==> src/rtl/arc4_pkg.sv <==
// ----------------------------------------------------------------------------
// arc4_pkg
// Shared types and constants of the ARC4 stream cipher block.
// ----------------------------------------------------------------------------
`timescale 1ns / 1ps

package arc4_pkg;

  localparam int unsigned PermDepth = 256;
  localparam int unsigned ByteW     = 8;

  typedef logic [ByteW-1:0] byte_t;
  typedef logic [3:0]       state_t;

  localparam state_t StIdle  = 4'd0;
  localparam state_t StInit  = 4'd1;
  localparam state_t StKsRd  = 4'd2;
  localparam state_t StKsJ   = 4'd3;
  localparam state_t StKsWk  = 4'd4;
  localparam state_t StKsWj  = 4'd5;
  localparam state_t StPgRj  = 4'd6;
  localparam state_t StPgWi  = 4'd7;
  localparam state_t StPgWj  = 4'd8;

  localparam logic ReqKey  = 1'b0;
  localparam logic ReqData = 1'b1;

endpackage

==> src/rtl/arc4_stream_cipher_top.sv <==
// ----------------------------------------------------------------------------
// arc4_stream_cipher_top
// ARC4 byte stream cipher: key store, key schedule and keystream generation
// around one 256-entry permutation memory.
// ----------------------------------------------------------------------------
//  channel | direction | handshake             | payload
//  in      | input     | in_valid_i/in_ready_o | req_type_i, byte_in_i, last_i
//  out     | output    | out_valid_o/out_ready_i | byte_out_o, last_out_o, keyed_o
//
//  Key bytes, and data bytes before a key, are taken in StIdle. A keyed data byte
//  runs a read, read, swap-write, swap-write sequence on the permutation memory's
//  read port and write port. A last key byte or last keyed data byte then runs the
//  schedule: a fill of all 256 entries, then 256 key mixing steps.
//  After reset no clearing pass runs; the block is ready at once.
//  in_ready_o is low while a byte or the schedule is in flight and while the
//  output register holds a beat that is not taken in the same cycle.
// ----------------------------------------------------------------------------
`timescale 1ns / 1ps

module arc4_stream_cipher_top #(
  parameter int unsigned MAX_KEY_BYTES = 256
) (
  input  logic                 clk_i,
  input  logic                 rst_ni,
  input  logic                 in_valid_i,
  output logic                 in_ready_o,
  input  logic                 req_type_i,
  input  arc4_pkg::byte_t      byte_in_i,
  input  logic                 last_i,
  output logic                 out_valid_o,
  input  logic                 out_ready_i,
  output arc4_pkg::byte_t      byte_out_o,
  output logic                 last_out_o,
  output logic                 keyed_o
);
  import arc4_pkg::*;

  localparam int unsigned KeyAw = (MAX_KEY_BYTES > 1) ? $clog2(MAX_KEY_BYTES) : 1;
  localparam int unsigned KeyCw = $clog2(MAX_KEY_BYTES + 1);
  localparam logic [KeyCw-1:0] KeyMax = KeyCw'(MAX_KEY_BYTES);

  byte_t perm_mem [PermDepth];
  byte_t key_mem  [MAX_KEY_BYTES];

  state_t            state_q, state_d;
  byte_t             cnt_q, cnt_d;
  byte_t             i_q, i_d;
  byte_t             j_q, j_d;
  logic [KeyAw-1:0]  kidx_q, kidx_d;
  logic [KeyCw-1:0]  key_count_q, key_count_d;
  logic              key_ready_q, key_ready_d;
  logic              key_restart_q, key_restart_d;
  logic              out_valid_q, out_valid_d;

  byte_t             si_q, si_d;
  byte_t             sj_q, sj_d;
  byte_t             data_q, data_d;
  logic              last_q, last_d;
  logic              fwd_q, fwd_d;
  byte_t             fwd_val_q, fwd_val_d;
  byte_t             out_byte_q, out_byte_d;
  logic              out_last_q, out_last_d;
  logic              out_keyed_q, out_keyed_d;

  logic              perm_we;
  byte_t             perm_waddr, perm_wdata, perm_raddr, perm_rdata_q;
  logic              key_we;
  logic [KeyAw-1:0]  key_waddr, key_raddr;
  byte_t             key_wdata, key_rdata_q;

  logic              in_fire;
  logic [KeyCw-1:0]  count_eff;
  byte_t             j_new, t_addr;

  // Memories
  always_ff @(posedge clk_i) begin
    if (perm_we) begin
      perm_mem[perm_waddr] <= perm_wdata;
    end
    perm_rdata_q <= perm_mem[perm_raddr];
  end

  always_ff @(posedge clk_i) begin
    if (key_we) begin
      key_mem[key_waddr] <= key_wdata;
    end
    key_rdata_q <= key_mem[key_raddr];
  end

  assign in_ready_o = (state_q == StIdle) && (!out_valid_q || out_ready_i);
  assign in_fire    = in_valid_i && in_ready_o;
  assign count_eff  = key_restart_q ? '0 : key_count_q;
  assign j_new      = j_q + perm_rdata_q + key_rdata_q;
  assign t_addr     = si_q + perm_rdata_q;

  always_comb begin
    state_d       = state_q;
    cnt_d         = cnt_q;
    i_d           = i_q;
    j_d           = j_q;
    kidx_d        = kidx_q;
    key_count_d   = key_count_q;
    key_ready_d   = key_ready_q;
    key_restart_d = key_restart_q;
    out_valid_d   = out_valid_q && !out_ready_i;
    si_d          = si_q;
    sj_d          = sj_q;
    data_d        = data_q;
    last_d        = last_q;
    fwd_d         = fwd_q;
    fwd_val_d     = fwd_val_q;
    out_byte_d    = out_byte_q;
    out_last_d    = out_last_q;
    out_keyed_d   = out_keyed_q;
    perm_we       = 1'b0;
    perm_waddr    = cnt_q;
    perm_wdata    = cnt_q;
    perm_raddr    = cnt_q;
    key_we        = 1'b0;
    key_waddr     = count_eff[KeyAw-1:0];
    key_wdata     = byte_in_i;
    key_raddr     = kidx_q;

    case (state_q)
      StIdle: begin
        if (in_fire) begin
          if (req_type_i == ReqKey) begin
            key_restart_d = 1'b0;
            key_count_d   = count_eff;
            if (key_restart_q) begin
              key_ready_d = 1'b0;
            end
            if (count_eff < KeyMax) begin
              key_we      = 1'b1;
              key_count_d = count_eff + KeyCw'(1);
            end
            if (last_i) begin
              key_restart_d = 1'b1;
              key_ready_d   = 1'b1;
              cnt_d         = '0;
              state_d       = StInit;
            end
          end else if (!key_ready_q) begin
            out_valid_d = 1'b1;
            out_byte_d  = '0;
            out_last_d  = last_i;
            out_keyed_d = 1'b0;
          end else begin
            i_d        = i_q + 8'd1;
            perm_raddr = i_q + 8'd1;
            data_d     = byte_in_i;
            last_d     = last_i;
            state_d    = StPgRj;
          end
        end
      end
      StInit: begin
        perm_we = 1'b1;
        cnt_d   = cnt_q + 8'd1;
        if (cnt_q == 8'hFF) begin
          j_d     = '0;
          kidx_d  = '0;
          state_d = StKsRd;
        end
      end
      StKsRd: begin
        state_d = StKsJ;
      end
      StKsJ: begin
        si_d       = perm_rdata_q;
        j_d        = j_new;
        perm_raddr = j_new;
        state_d    = StKsWk;
      end
      StKsWk: begin
        perm_we    = 1'b1;
        perm_wdata = perm_rdata_q;
        state_d    = StKsWj;
      end
      StKsWj: begin
        perm_we    = 1'b1;
        perm_waddr = j_q;
        perm_wdata = si_q;
        cnt_d      = cnt_q + 8'd1;
        if ((KeyCw'(kidx_q) + KeyCw'(1)) == key_count_q) begin
          kidx_d = '0;
        end else begin
          kidx_d = kidx_q + KeyAw'(1);
        end
        if (cnt_q == 8'hFF) begin
          i_d     = '0;
          j_d     = '0;
          state_d = StIdle;
        end else begin
          state_d = StKsRd;
        end
      end
      StPgRj: begin
        si_d       = perm_rdata_q;
        j_d        = j_q + perm_rdata_q;
        perm_raddr = j_q + perm_rdata_q;
        state_d    = StPgWi;
      end
      StPgWi: begin
        sj_d       = perm_rdata_q;
        perm_we    = 1'b1;
        perm_waddr = i_q;
        perm_wdata = perm_rdata_q;
        perm_raddr = t_addr;
        // forward the pending swap to the keystream read
        if (t_addr == i_q) begin
          fwd_d     = 1'b1;
          fwd_val_d = perm_rdata_q;
        end else if (t_addr == j_q) begin
          fwd_d     = 1'b1;
          fwd_val_d = si_q;
        end else begin
          fwd_d     = 1'b0;
          fwd_val_d = si_q;
        end
        state_d = StPgWj;
      end
      StPgWj: begin
        perm_we     = 1'b1;
        perm_waddr  = j_q;
        perm_wdata  = si_q;
        out_valid_d = 1'b1;
        out_byte_d  = data_q ^ (fwd_q ? fwd_val_q : perm_rdata_q);
        out_last_d  = last_q;
        out_keyed_d = 1'b1;
        if (last_q) begin
          cnt_d   = '0;
          state_d = StInit;
        end else begin
          state_d = StIdle;
        end
      end
      default: begin
        state_d = StIdle;
      end
    endcase
  end

  always_ff @(posedge clk_i or negedge rst_ni) begin
    if (!rst_ni) begin
      state_q       <= StIdle;
      cnt_q         <= '0;
      i_q           <= '0;
      j_q           <= '0;
      kidx_q        <= '0;
      key_count_q   <= '0;
      key_ready_q   <= 1'b0;
      key_restart_q <= 1'b1;
      out_valid_q   <= 1'b0;
    end else begin
      state_q       <= state_d;
      cnt_q         <= cnt_d;
      i_q           <= i_d;
      j_q           <= j_d;
      kidx_q        <= kidx_d;
      key_count_q   <= key_count_d;
      key_ready_q   <= key_ready_d;
      key_restart_q <= key_restart_d;
      out_valid_q   <= out_valid_d;
    end
  end

  always_ff @(posedge clk_i) begin
    si_q        <= si_d;
    sj_q        <= sj_d;
    data_q      <= data_d;
    last_q      <= last_d;
    fwd_q       <= fwd_d;
    fwd_val_q   <= fwd_val_d;
    out_byte_q  <= out_byte_d;
    out_last_q  <= out_last_d;
    out_keyed_q <= out_keyed_d;
  end

  assign out_valid_o = out_valid_q;
  assign byte_out_o  = out_byte_q;
  assign last_out_o  = out_last_q;
  assign keyed_o     = out_keyed_q;

  // sj_q holds the fetched entry for debug visibility of the swap
  a_swap_pair: assert property (@(posedge clk_i) disable iff (!rst_ni)
    (state_q == StPgWj) |-> (sj_q == $past(perm_rdata_q)))
    else $error("swap pair lost");

  a_out_slot_free: assert property (@(posedge clk_i) disable iff (!rst_ni)
    (state_q == StPgWj) |-> !out_valid_q)
    else $error("output register busy at keystream result");

  a_keyed_for_prga: assert property (@(posedge clk_i) disable iff (!rst_ni)
    (state_q == StPgRj) |-> key_ready_q)
    else $error("keystream step without a key");

  a_kidx_range: assert property (@(posedge clk_i) disable iff (!rst_ni)
    (state_q == StKsRd) |-> ((KeyCw'(kidx_q) < key_count_q) && (key_count_q != '0)))
    else $error("key index beyond key length");

  a_unkeyed_zero: assert property (@(posedge clk_i) disable iff (!rst_ni)
    (out_valid_q && !out_keyed_q) |-> (out_byte_q == '0))
    else $error("unkeyed result not zero");

endmodule

==> config.mk <==
export PLATFORM = sky130hd
export DESIGN_NAME = arc4_stream_cipher_top
export DESIGN_NICKNAME = d
export VERILOG_FILES = /design/src/rtl/arc4_pkg.sv /design/src/rtl/arc4_stream_cipher_top.sv
export SDC_FILE = /design/constraint.sdc
export NUM_CORES = 2
export LEC_CHECK = 0
export BUFFER_PORTS_ARGS = -buffer_cell sky130_fd_sc_hd__buf_2
export CAP_MARGIN = 20
export CORE_MARGIN = 2
export CORE_UTILIZATION = 30
export CTS_BUF_LIST = sky130_fd_sc_hd__clkbuf_4 sky130_fd_sc_hd__clkbuf_8
export CTS_CLUSTER_SIZE = 24
export DETAILED_ROUTE_END_ITERATION = 16
export PLACE_DENSITY = 0.42
export SLEW_MARGIN = 30
export SYNTH_ARGS = -nofsm -noshare
export SYNTH_HDL_FRONTEND = slang
export SYNTH_SLANG_ARGS = --single-unit
==> constraint.sdc <==
create_clock -name clk_i -period 14.6 [get_ports clk_i]
set_clock_uncertainty 0.1 [all_clocks]
set_input_delay 0.73 -clock clk_i [delete_from_list [all_inputs] [get_ports clk_i]]
set_output_delay 0.73 -clock clk_i [all_outputs]
set_load 0.05 [all_outputs]
### Word level (Yosys, flattened, before mapping)

Memory sizes are Yosys's and may differ from the RTL's. A register that Yosys moved wholly into a read port is not among the register bits.
Cells that the tools add are included.

* logic and storage cells: 141
* memory bits (writable): 4096
* output and inout port bits: 12
* memories kept: 2
* flip-flop bits (word level): 84
* bits of input ports: 14

* reductions and logical operators: 27
* eq/ne operators: 24
* add/subtract/negate cells: 8
* muxes and demuxes: 60
* bitwise operators: 2
* order comparisons: 1

Memory list
* key_mem: depth 256, width 8, read ports 1, clocked after memory_dff 1, wr ports 1, line arc4_stream_cipher_top.sv:43 `byte_t key_mem [MAX_KEY_BYTES];`
* perm_mem: depth 256, width 8, read ports 1, clocked after memory_dff 1, wr ports 1, line arc4_stream_cipher_top.sv:42 `byte_t perm_mem [PermDepth];`

Operators by type and width (count)
* 8-bit two-way mux: 17
* 8-bit case mux with 2 select lines: 5
* 8-bit case mux with 3 select lines: 2
* 4-bit case mux with 9 select lines: 1
* 8-bit case mux with 4 select lines: 1
* 8-bit by 1-bit adder with 8-bit output (second input constant): 3
* 8-bit adder: 3
* 1-bit two-way mux: 23
* 4-bit two-way mux: 5
* 9-bit two-way mux: 2
* 2-bit inequality test (second input constant): 9
* 4-bit by 3-bit equality test with 1-bit output (second input constant): 4
* 8-bit equality test: 2
* 4-bit AND reduction: 4
* 5-bit AND reduction: 2
* 8-bit by 1-bit adder with 9-bit output (second input constant): 1
* 9-bit by 1-bit adder with 9-bit output (second input constant): 1
* 9-bit equality test: 1
* 9-bit < comparator (second input constant): 1
* 4-bit by 2-bit equality test with 1-bit output (second input constant): 2
* 8-bit equality test (second input constant): 1
* 2-bit nonzero test: 4
* 2-bit OR reduction: 4
* 8-bit XOR: 1
* other kinds (15): 23

### Depth between registers and ports, before layout

* word-level depth: 8
* mapped depth: 19
* gate-level depth less buffers: 16

### Worst setup path after synthesis

Ideal clock, no wire load.

* path type: register -> register
* from: register state_q[3]
* to: memory perm_mem[0][7] (netlist name), data pin
* data required time: 13730 ps
* arrival time: 4508 ps
* library setup time: 770 ps
* stages on the path, launching flop included: 9
* clock period less this slack: 5378 ps
* slack: 9222 ps
* buffers on the path: 2
* cell sequence: dfrtp_1 -> buf_2 -> inv_1 -> nor3_1 -> a21oi_1 -> nor2_1 -> clkbuf_1 -> a222oi_1 -> inv_1

* cells in the longest elaborated chain, start to end: 3
* elaborated cells on any way between the ends: 7
* classes of those cells: 4 x eq/ne; 1 x mux; 2 x reduce/logical

Ends and longest elaborated chain
* start, declared: line arc4_stream_cipher_top.sv:45 `state_t state_q, state_d;`
* start signal, assigned: line arc4_stream_cipher_top.sv:246 `state_q <= StIdle;`
* start signal, assigned: line arc4_stream_cipher_top.sv:256 `state_q <= state_d;`
* 4-bit equality test (tied with other cells): line arc4_stream_cipher_top.sv:124 `case (state_q)`
* 2-bit OR reduction (no line)
* 8-bit case mux with 2 select lines (*): line arc4_stream_cipher_top.sv:124
* via perm_wdata[7]: line arc4_stream_cipher_top.sv:66 `byte_t perm_waddr, perm_wdata, perm_raddr, perm_rdata_q;`
* end, declared: line arc4_stream_cipher_top.sv:42

Mark *: on every way through the listed nets, which the timed path passes. The rest lies on a longest branch.

### Final worst setup path

* from: register j_q[0]
* to: register perm_rdata_q[0], read port of perm_mem

* cells in the longest elaborated chain, start to end: 3

Ends and longest elaborated chain
* start, declared: line arc4_stream_cipher_top.sv:48 `byte_t j_q, j_d;`
* start signal, assigned: line arc4_stream_cipher_top.sv:259 `j_q <= j_d;`
* 8-bit adder (*): line arc4_stream_cipher_top.sv:93, arc4_stream_cipher_top.sv:201
* 8-bit adder: line arc4_stream_cipher_top.sv:93 `assign j_new = j_q + perm_rdata_q + key_rdata_q;`
* 8-bit case mux with 4 select lines (*): line arc4_stream_cipher_top.sv:124
* end, declared: line arc4_stream_cipher_top.sv:66

Every way passes the cells marked *; elsewhere a longest branch is shown, timed or not.
A chain may end at the register's enable or synchronous reset.

==> metrics <==
status=finished clean; critical path arrival=8.63 ns; Worst Reg-to-Reg Cells=16; Mapped Cells=9749; RR Endpoint=perm_rdata_q[0]$_DFF_P_; CP Class=reg -> reg; flop2flop setup slack=6.99 ns; CP Capture Point=perm_rdata_q[0]$_DFF_P_; slowest CP cell=o31ai_1; Die Wd=750 um; clock slew at reported path FFs=0.06 ns; Final setup violation count=0; Remaining DRCs=0; Worst Path Required=15.62 ns; Initial Util=30.1%; die area=562000 um2; H-tree levels=6; maximum vdd drop=255 uV; Hold WC Path Type=in -> reg; Final period util=52.1%; Post-synth EDFFs=4132; Relative slew margins=23.6%; Finished Layout Cells=18000; drt initial violations=10500; overall power consumption=45.5 mW; WP depth=16; All-Layer GR Usage=19.3%; clock buffer depth=4; CP Launch Type=flip-flop; max-cap viol count=0; Design Area, Final=190000 um2; Max Fanout on Critical Path=119; I/O Pins=26; CTS root buf=clkbuf_8; synthesized area per cell=17.1 um2; Synth Register Bits=4196; yosys warns=0; share of cells above drive strength 1=21.6%; core footprint=553000 um2; largest net degree at the start of global routing=127; fin crit period=7.61 ns; number of placement rows=273; Yosys cell types=99; Critical Path, Cell by Cell=ha_1 > fa_1 > inv_1 > fa_1 > nand4b_1 > o211ai_1 > o211ai_1 > buf_4 > and2_4 > buf_4 > buf_12 > mux4_2 > o22ai_1 > o31ai_1 > nand4_1 > a31oi_1; Final TNS setup=0 ns; Layout Nets=10200; Seq/Total Area, Yosys=75.3%; first-pass detailed-route iteration total=6; Layout area overhead=13.9%; actual slew at the worst max-slew pin=1.14 ns; ys async rst share=1.14%; placed cell count=16700; CTS tree=built; fillers=52700; clock latency at the later pin of the worst-skew pair=1.32 ns; first-pass GRT wire length=773 mm; pwr dens=239 nW/um2; dpl cell area=176000 um2; drt via density=5.29; final wirelength=558 mm; crit-path max cell delay=0.99 ns; RSZ-0062 raised after global routing=no; vias in the first global route=94800; critical path endpoint category=flip-flop; ys flop type=edfxtp_1; final count of hold timing violations=0; IO buf count=25; post-DP HPWL=338 mm; HP Start=last_i; gr ovfl total=0; via total after detailed routing=94900; antenna violations before repair=38; share of the synthesized area in the top cell type=74.4%; Final Max Tran Viols=0; post-synthesis net count=9794; CTS buffer count=696; leading area contributor after synthesis=edfxtp_1; Die Height=750 um; Fmax=131 MHz; Avg WL per Cell=31.1 um; Finished Core Util=34.3%; CP bufs+invs=4; Area contributors post-synth=edfxtp_1 (74%), mux4_2 (7.3%), mux2i_1 (2.9%); crit-path leading delay family=compound AO/OA/AOI/OAI gates; LEAKAGE=59.2 nW; GP Congestion=0.850; worst setup path start=j_q[0]$_DFFE_PN0P_; R2R Path Start=j_q[0]$_DFFE_PN0P_; post-route ant nets=0; Mapped Area=167000 um2; post-CTS setup buffer count=0; clk sinks=4196
-- area by class of cell --
class	count	area, um2	share of cell area (%)
sequential	4196	126000	66.1
multi-input combinational	4914	39100	20.6
clock buffer	949	11600	6.13
tap	7287	9120	4.80
timing repair buffer	293	2540	1.34
clock inverter	279	1710	0.900
inverter	32	180	0.0949
antenna	10	25.0	0.0132
-- placed cells by master, fill, tap and decap left out, drive strengths merged, types with 157 or more instances in the layout --
master  instances
edfxtp       4132
nand2        1092
clkbuf        949
nor2          626
mux4          541
mux2i         477
a21oi         330
nand3         304
buf           278
o21ai         229
clkinv        228
o22ai         157
-- cell families after synthesis --
group           share of synthesized area, %
xor+xnor                               0.310
flops                                   75.3
simple gates                            5.91
fa+ha+maj                              0.246
buf+inv                                 1.77
mux                                     11.1
compound gates                          5.36
-- metal layers --
metal  vias to the layer above  global-route usage, %  part of all wire [%]
met5                         -                      0                 0.016
met4                        14                   5.45                   3.0
met3                       857                   3.92                   7.4
met2                      3777                   29.4                    44
met1                     50600                   28.0                    45
li1                      39700                      -                     -
-- repair_timing --
item / in CTS / in global routing
hold endpoints to repair: 711 / 0
hold buffers: 15 / 0
resized for setup: 0 / 0
-- state kept, by name, indices dropped and copies added (netlist names), 4 cells and up --
| signal | cells |
|---|---|
| key_rdata_q | 8 |
| si_q | 8 |
| perm_rdata_q | 8 |
| key_mem | 2048 |
| perm_mem | 2048 |
| i_q | 8 |
| cnt_q | 8 |
| j_q | 8 |
| key_raddr | 8 |
| data_q | 8 |
| state_q | 4 |
| key_count_q | 9 |
| byte_out_o | 8 |
| fwd_val_q | 8 |
-- report_power, final --
group          internal, mW  switching (mW)
clock network          5.37            4.85
logic                  5.71            14.8
registers              14.6           0.243
-- cells in the mapped netlist, types with 62 or more instances --
library cell / instances
a21oi_1: 329
a22oi_1: 75
a31oi_1: 106
and3_1: 121
buf_1: 68
buf_2: 173
clkbuf_1: 308
edfxtp_1: 4132
mux2_2: 136
mux2i_1: 477
mux4_2: 541
nand2_1: 1092
nand3_1: 303
nand4_1: 62
nor2_1: 617
o21ai_0: 212
o221ai_1: 126
o22ai_1: 157
-- metrics by stage --
step	hold slack, ns	setup WS (ns)
after floorplan	0.334	9.22
after global placement	0.451	6.80
after detailed placement	0.455	7.18
after CTS	0.0822	7.10
after global routing	0.159	6.70
final	0.237	6.99
-- worst register-to-register path: cells and delay by family, from the launching register on --
family | cells | cell delay [ns]
fa+ha+maj | 3 | 1.34
mux | 1 | 0.57
simple gates | 3 | 1.10
flops | 1 | 0.42
compound gates | 5 | 2.21
buf+inv | 4 | 1.67
-- how the worst min path moves through the flow --
stage | slack (ns) | cells past startpoint | endpoint
final | 0.24 | 2 | last_q$_DFFE_PP_
after CTS | 0.08 | 2 | last_q$_DFFE_PP_
after global placement | 0.45 | 0 | si_q[2]$_DFFE_PP_
after global routing | 0.16 | 2 | last_q$_DFFE_PP_
after detailed placement | 0.46 | 0 | si_q[2]$_DFFE_PP_
after floorplan | 0.33 | 0 | cnt_q[0]$_DFFE_PN0P_
Note: power is estimated with default switching activity, not from simulation.
